### src/rtl/pbu_pkg.sv
// ---------------------------------------------------------------------------
// pbu_pkg
// Shared types and constants of the periodic boundary unit: request codes,
// register indexes, the control struct that travels down the pipeline and
// the image-index digit table.
// ---------------------------------------------------------------------------
package pbu_pkg;

  typedef enum logic [1:0] {
    OP_WRAP     = 2'd0,
    OP_FOLD     = 2'd1,
    OP_CONTAINS = 2'd2,
    OP_SHIFT    = 2'd3
  } op_t;

  localparam int CFG_IDX_W = 3;

  localparam logic [CFG_IDX_W-1:0] REG_ENABLE   = 3'd0;
  localparam logic [CFG_IDX_W-1:0] REG_ORIGIN_X = 3'd1;
  localparam logic [CFG_IDX_W-1:0] REG_ORIGIN_Y = 3'd2;
  localparam logic [CFG_IDX_W-1:0] REG_ORIGIN_Z = 3'd3;
  localparam logic [CFG_IDX_W-1:0] REG_SIZE_X   = 3'd4;
  localparam logic [CFG_IDX_W-1:0] REG_SIZE_Y   = 3'd5;
  localparam logic [CFG_IDX_W-1:0] REG_SIZE_Z   = 3'd6;

  // Base-3 digit codes of the image index.
  localparam logic [1:0] DIG_PLUS  = 2'd1;
  localparam logic [1:0] DIG_MINUS = 2'd2;

  // Digits {z, y, x} for every 5-bit image index; codes past 26 repeat from code 0.
  localparam logic [5:0] DIGIT_TAB [32] = '{
    6'h00, 6'h01, 6'h02, 6'h04, 6'h05, 6'h06, 6'h08, 6'h09, 6'h0A,
    6'h10, 6'h11, 6'h12, 6'h14, 6'h15, 6'h16, 6'h18, 6'h19, 6'h1A,
    6'h20, 6'h21, 6'h22, 6'h24, 6'h25, 6'h26, 6'h28, 6'h29, 6'h2A,
    6'h00, 6'h01, 6'h02, 6'h04, 6'h05
  };

  typedef struct packed {
    logic       vld;
    op_t        op;
    logic       fold;    // remainder is taken by 2*size (minimum image)
    logic [5:0] digits;
  } ctl_t;

endpackage

### src/rtl/pbu_prep.sv
// ---------------------------------------------------------------------------
// pbu_prep
// Front stages: forms the per-axis difference (or the bare position for
// fold), then the signed dividend and its magnitude for the remainder pipeline.
// ---------------------------------------------------------------------------
module pbu_prep #(
  parameter int W = 32
) (
  input  logic                clk,
  input  logic                rst_n,
  input  logic                adv,
  input  logic                in_vld,
  input  logic [1:0]          req_type,
  input  logic signed [W-1:0] pos [3],
  input  logic signed [W-1:0] ctr [3],
  input  logic [W-2:0]        half_side,
  input  logic [4:0]          image_index,
  input  logic                en,
  input  logic signed [W-1:0] origin [3],
  input  logic [W-2:0]        size [3],
  output pbu_pkg::ctl_t       b_ctl,
  output logic [W-2:0]        b_he,
  output logic [W+2:0]        b_mag [3],
  output logic                b_neg [3],
  output logic [W:0]          b_v [3]
);

  pbu_pkg::ctl_t a_ctl_r, a_ctl_nxt;
  logic [W:0]    a_v_r [3];
  logic [W:0]    a_v_nxt [3];
  logic [W-2:0]  a_he_r;

  pbu_pkg::ctl_t b_ctl_r;
  logic [W+2:0]  b_mag_r [3];
  logic [W+2:0]  b_mag_nxt [3];
  logic          b_neg_r [3];
  logic          b_neg_nxt [3];
  logic [W:0]    b_v_r [3];
  logic [W-2:0]  b_he_r;

  always_comb begin
    a_ctl_nxt.vld    = in_vld;
    a_ctl_nxt.op     = pbu_pkg::op_t'(req_type);
    a_ctl_nxt.fold   = (a_ctl_nxt.op == pbu_pkg::OP_FOLD) ||
                       ((a_ctl_nxt.op == pbu_pkg::OP_CONTAINS) && en);
    a_ctl_nxt.digits = pbu_pkg::DIGIT_TAB[image_index];
    for (int i = 0; i < 3; i++) begin
      case (a_ctl_nxt.op)
        pbu_pkg::OP_WRAP:     a_v_nxt[i] = {pos[i][W-1], pos[i]} - {origin[i][W-1], origin[i]};
        pbu_pkg::OP_FOLD:     a_v_nxt[i] = {pos[i][W-1], pos[i]};
        pbu_pkg::OP_CONTAINS: a_v_nxt[i] = {pos[i][W-1], pos[i]} - {ctr[i][W-1], ctr[i]};
        default:              a_v_nxt[i] = '0;
      endcase
    end
  end

  // Folding uses (2v + size) mod 2*size; wrap uses v mod size.
  always_comb begin
    logic [W+2:0] vx;
    logic [W+2:0] n;
    for (int i = 0; i < 3; i++) begin
      vx = {{2{a_v_r[i][W]}}, a_v_r[i]};
      n  = a_ctl_r.fold ? ((vx << 1) + {4'b0000, size[i]}) : vx;
      b_neg_nxt[i] = n[W+2];
      b_mag_nxt[i] = n[W+2] ? (~n + 1'b1) : n;
    end
  end

  always_ff @(posedge clk) begin
    if (!rst_n) begin
      a_ctl_r <= '0;
      b_ctl_r <= '0;
    end else if (adv) begin
      a_ctl_r <= a_ctl_nxt;
      b_ctl_r <= a_ctl_r;
    end
  end

  always_ff @(posedge clk) begin
    if (adv) begin
      a_v_r   <= a_v_nxt;
      a_he_r  <= half_side;
      b_mag_r <= b_mag_nxt;
      b_neg_r <= b_neg_nxt;
      b_v_r   <= a_v_r;
      b_he_r  <= a_he_r;
    end
  end

  assign b_ctl = b_ctl_r;
  assign b_he  = b_he_r;
  assign b_mag = b_mag_r;
  assign b_neg = b_neg_r;
  assign b_v   = b_v_r;

endmodule

### config.mk
export PLATFORM = sky130hd
export DESIGN_NAME = pbu_prep
export DESIGN_NICKNAME = d
export VERILOG_FILES = /design/src/rtl/pbu_pkg.sv /design/src/rtl/pbu_prep.sv
export SDC_FILE = /design/constraint.sdc
export NUM_CORES = 1
export LEC_CHECK = 0
export BUFFER_PORTS_ARGS = -buffer_cell sky130_fd_sc_hd__buf_2
export CORE_MARGIN = 5
export CORE_UTILIZATION = 29
export CTS_BUF_LIST = sky130_fd_sc_hd__clkbuf_16
export DETAILED_ROUTE_END_ITERATION = 8
export PLACE_DENSITY_LB_ADDON = 0.1
export SLEW_MARGIN = 20
export SYNTH_ARGS = -nofsm -noshare
export SYNTH_HDL_FRONTEND = slang
export SYNTH_SLANG_ARGS = --single-unit
### constraint.sdc
create_clock -name clk -period 6.9 [get_ports clk]
set_clock_uncertainty 0.05 [all_clocks]
set_input_delay 1.38 -clock clk [delete_from_list [all_inputs] [get_ports clk]]
set_output_delay 1.38 -clock clk [all_outputs]
set_load 0.01 [all_outputs]
Word-level counts from Yosys, hierarchy flattened

Memory sizes are Yosys's and may differ from the RTL's. A register that Yosys moved wholly into a read port is not among the register bits.
Cells that the tools add are included.

Bits in registers: 382
Bits in read-only memories: 192
Bits of input ports: 424
Output and inout bits: 248
Memories kept: 1

Memory list:

| memory          | depth | width | rd ports | clocked after memory_dff | wr ports | RTL line       | text |
|---|---|---|---|---|---|---|---|
| (no name shown) | 32    | 6     | 1        | 1                        | 0        | pbu_prep.sv:46 | `a_ctl_nxt.digits = pbu_pkg::DIGIT_TAB[image_index];` |

$add $sub $neg: 12
Equal/unequal tests: 2
Muxes and demuxes: 9
Bitwise logic cells: 4
Reductions and logical operators: 4

Operator list:

| cell                  | number |
|---|---|
| $pmux 33 s3           | 3 |
| $sub 32x32->33        | 6 |
| $add 34x32->35        | 3 |
| $add 35x1->35 const B | 3 |
| $mux 35               | 3 |
| $not 35->35           | 3 |
| $mux 34               | 3 |
| $not 5->6             | 1 |
| $eq 2x1->1 const B    | 1 |
| $eq 2x2->1 const B    | 1 |
| $logic_not 2->1       | 1 |
| $logic_and 1x1->1     | 1 |
| $logic_not 1->1       | 1 |
| $logic_or 1x1->1      | 1 |

Logic depth before layout (Yosys ltp)

Depth in word-level cells: 5
Mapped depth: 18
Depth with buffers taken out: 17

Worst setup path before layout

OpenSTA, ideal clock, no wires.

Path type: input to register
From: in req_type[1]
To: reg a_v_r[97] (netlist bit), data pin
Library setup time: 0.135 ns
Arrival: 5.259 ns
Data required time: 6.715 ns
Slack: 1.455 ns
Cell stages on the path: 16
Path buffers: 3
Cell sequence: nor2b_1 -> clkbuf_1 -> clkbuf_1 -> buf_1 -> mux2i_1 -> ha_1 -> a21o_1 -> a21oi_1 -> o21ai_0 -> o32a_1 -> o2111ai_1 -> nand2_1 -> o41ai_1 -> o211ai_1 -> or4_1 -> nand3_1

RTL lines:

| what                 | RTL line       | text |
|---|---|---|
| from (decl)          | pbu_prep.sv:13 | `input logic [1:0] req_type,` |
| to (signal assigned) | pbu_prep.sv:81 | `a_v_r <= a_v_nxt;` |
| to (decl)            | pbu_prep.sv:29 | `logic [W:0] a_v_r [3];` |

==> results.yml <==
power:
  comb_power_share_pct: 32.7
  intPower_w: 0.00556
  pwr_density_cell_nw_per_um2: 249
  seqPwrFrac_pct: 37.4
  vdd_drop_max_v: 0.000177
  leakagePower_nw: 14.2
  totalPowerFinal_w: 0.00848
  p_switching_w: 0.00292
  clkPwrFrac_pct: 30.0
  power.share.switching_pct: 34.4
clock_network:
  cts.clk_slew.worst_paths_ps: 50
  tritoncts: "done"
  clk_latency_ps: 640
  cts_buffers: 51
  post-cts-setup-buffer-count: 0
  post_cts_resized: 0
  htree_levels: 2
  cts_sinks: 388
  clock_path_buffers: 3
  root_buffer: "clkbuf_16"
  ctsHoldBuffers: 0
placement:
  pre_cts_ws_ps: 302
  placed_area_sq_um: 32400
  portBuffers: 671
  routabilityCongestion: 0.853
  hpwl_mm: 82.2
yosys:
  ys_ff_latch: 388
  synth_edf_count: 368
  synthFlopType: "edfxtp_1"
  synthArstFlopShare_pct: 0
  ys_warn_count: 0
  synth_cells: 2785
  syn-cell-area_sq_um: 27700
  syn_avg_cell_area_sq_um: 9.93
  ys_types: 101
  synth-seq-area-share_pct: 41.4
detailed_routing:
  antenna_left: 0
  drc: 0
  finalWirelength_mm: 102
  drt_iter0_drc: 1545
  via_per_inst: 5.07
  num_vias: 24117
  firstDrtPassIters: 5
  wl_per_cell_microns: 21.5
setup_path:
  cp-startpoint: "req_type[1]"
  critPathRequiredTime_ps: 7330
  reg2reg_from: "a_v_r[33]"
  path_class: "input port to register"
  start_kind: "input port"
  arrival_ps: 6240
  cp_max_fo: 6
  endpoint_kind: "register"
global_route:
  grt_use_total_pct: 19.2
  grt_max_degree: 151
  grt_pass1_wl_mm: 152
  antenna_found_initial: 34
  grt_pass1_vias: 24064
  grt_overflow_total: 0
sta:
  period_needed_ps: 5800
  tightest_slew_ps: 1030
  finalHoldViolations: 0
  fin_crit_sh_pct: 84.1
  fin_ws_ps: 1100
  rsz0062_at_grt: "no"
  fmax_ghz: 0.172
  maxSlewHeadroom_pct: 29.5
  setup_viol: 0
  maxSlewViolCount: 0
  finalSetupTns_ps: 0
  fin_hold_ws_ps: 366
final_layout:
  fin_nets: 4060
  syn2layout_area_growth_pct: 23.1
  fin_area_sq_um: 34100
  drive_gt1_share_pct: 23.7
floorplan:
  core_sq_um: 94900
  die_h_microns: 319
  dieArea_sq_um: 102000
  io_pins: 672
  rows: 113
  dieWidth_microns: 319
  initial_core_util_pct: 29.2
hold_path:
  hp-class: "register to register"
  hold_start: "a_he_r[3]"
status:
  outcome: "finished clean"
job:
  drv_cap: 0
power by group through the flow:
stage	logic (W)	registers (W)	clock network [W]
CTS	0.00279	0.00318	0.00265
detailed placement	0.00278	0.00322	0
global route	0.00308	0.00320	0.00274
finish	0.00277	0.00317	0.00254
global placement	0.00279	0.00322	0
floorplan	0.00175	0.00324	0
final timing paths:
kind / endpoint / slack [ps] / cells past startpoint
min reg2reg: b_he[3] / 370 / 0
min: b_he[3] / 370 / 0
max reg2reg: b_mag[68] / 1840 / 13
max: a_v_r[63] / 1100 / 17
area by class of cell:
type | instances | area [sq um]
Inverter | 90 | 339
Fill cell | 9852 | 60800
Sequential cell | 388 | 11500
Tap cell | 1265 | 1580
Antenna cell | 15 | 37.5
Clock buffer | 51 | 1280
Multi-Input combinational cell | 2210 | 15500
Timing Repair Buffer | 696 | 3600
Clock inverter | 40 | 303
placed cells by master (no fill, tap or decap), drive strengths merged, types with 14 or more instances in the layout:
cell / netlist / final
nor2b: 39 / 39
o21a: 39 / 39
a211oi: 36 / 36
edfxtp: 368 / 368
clkbuf: 70 / 51
clkinv: 1 / 22
nor2: 148 / 148
o31ai: 27 / 27
xnor2: 123 / 123
dfxtp: 20 / 20
a211o: 23 / 23
and2: 16 / 16
diode: 0 / 15
nor3: 75 / 75
o21ai: 222 / 222
a21o: 86 / 86
ha: 193 / 193
inv: 89 / 103
nand2b: 40 / 40
buf: 28 / 696
nand4: 25 / 25
xor2: 79 / 79
nand2: 267 / 267
a21oi: 194 / 194
mux2i: 136 / 136
o2111ai: 14 / 14
nand3: 71 / 71
o211ai: 24 / 24
a31oi: 34 / 34
or3: 18 / 18
or2: 14 / 14
and3: 30 / 30
and4: 17 / 17
o21bai: 15 / 15
stage by stage:
| stage | utilization (%) | std cells |
|---|---|---|
| after floorplan | - | 2787 |
| after global placement | 34.2 | 4649 |
| after detailed placement | 34.2 | 4649 |
| after CTS | 35.9 | 4740 |
| after global routing | 35.9 | 4743 |
| final | 35.9 | 4755 |
state kept, by name, summed over array words and instances, names as in the netlist:
register / flops
b_mag: 105
a_v_r: 99
b_v: 99
a_he_r: 31
b_he: 31
a_ctl_r: 10
b_ctl: 10
b_neg: 3
worst max-delay path, cell delays in order:
cell and delay, ps:
buf_2 280, nand2_1 340, nand2_1 160, nand2_1 70, ha_1 200, fa_1 410, nor2b_1 120, o21ai_0 130
a21boi_1 300, o2111ai_1 210, a2111oi_0 930, o21a_1 280, o41ai_1 140, o31ai_1 430, a31oi_1 240, or4_1 510
nand3_1 100
synth_stat cells (14+ instances only):
| cell type | count | area, sq um |
|---|---|---|
| edfxtp_1 | 368 | 11100 |
| nand2_1 | 267 | 1000 |
| o21ai_0 | 220 | 1100 |
| ha_1 | 193 | 2410 |
| a21oi_1 | 192 | 961 |
| nor2_1 | 148 | 556 |
| mux2i_1 | 136 | 1360 |
| xnor2_1 | 123 | 1080 |
| inv_1 | 89 | 334 |
| a21o_1 | 85 | 638 |
| xor2_1 | 79 | 692 |
| nor3_1 | 74 | 370 |
| clkbuf_1 | 70 | 263 |
| nand3_1 | 70 | 350 |
| nand2b_1 | 40 | 250 |
| nor2b_1 | 39 | 244 |
| o21a_1 | 39 | 293 |
| a211oi_1 | 35 | 263 |
| a31oi_1 | 34 | 213 |
| and3_1 | 30 | 188 |
| o31ai_1 | 26 | 195 |
| nand4_1 | 24 | 150 |
| o211ai_1 | 24 | 180 |
| a211o_1 | 21 | 184 |
| dfxtp_1 | 20 | 400 |
| or3_1 | 18 | 113 |
| and2_1 | 16 | 100 |
| and4_1 | 15 | 131 |
| buf_1 | 15 | 56.3 |
| o21bai_1 | 15 | 113 |
| o2111ai_1 | 14 | 123 |
cells by family after synthesis:
kind of cell	after synthesis	synth area share (%)
AOI/OAI and AO/OA	848	20.2
and+or+nand+nor	812	14.7
DFF	388	41.4
xor gates and xnor gates	202	6.39
adders and majority gates	199	9.16
buffers and inverters	189	2.79
muxes	146	5.33
other	1	0.0136
metal layers:
metal,up-vias,GRT usage (%),share of wire (%)
met5,-,0,0.12
met4,20,3.94,1.8
met3,128,5.20,7.1
met2,641,33.0,48
met1,11387,24.5,43
li1,11941,-,-
No activity file was read; power rests on OpenSTA's default activity.
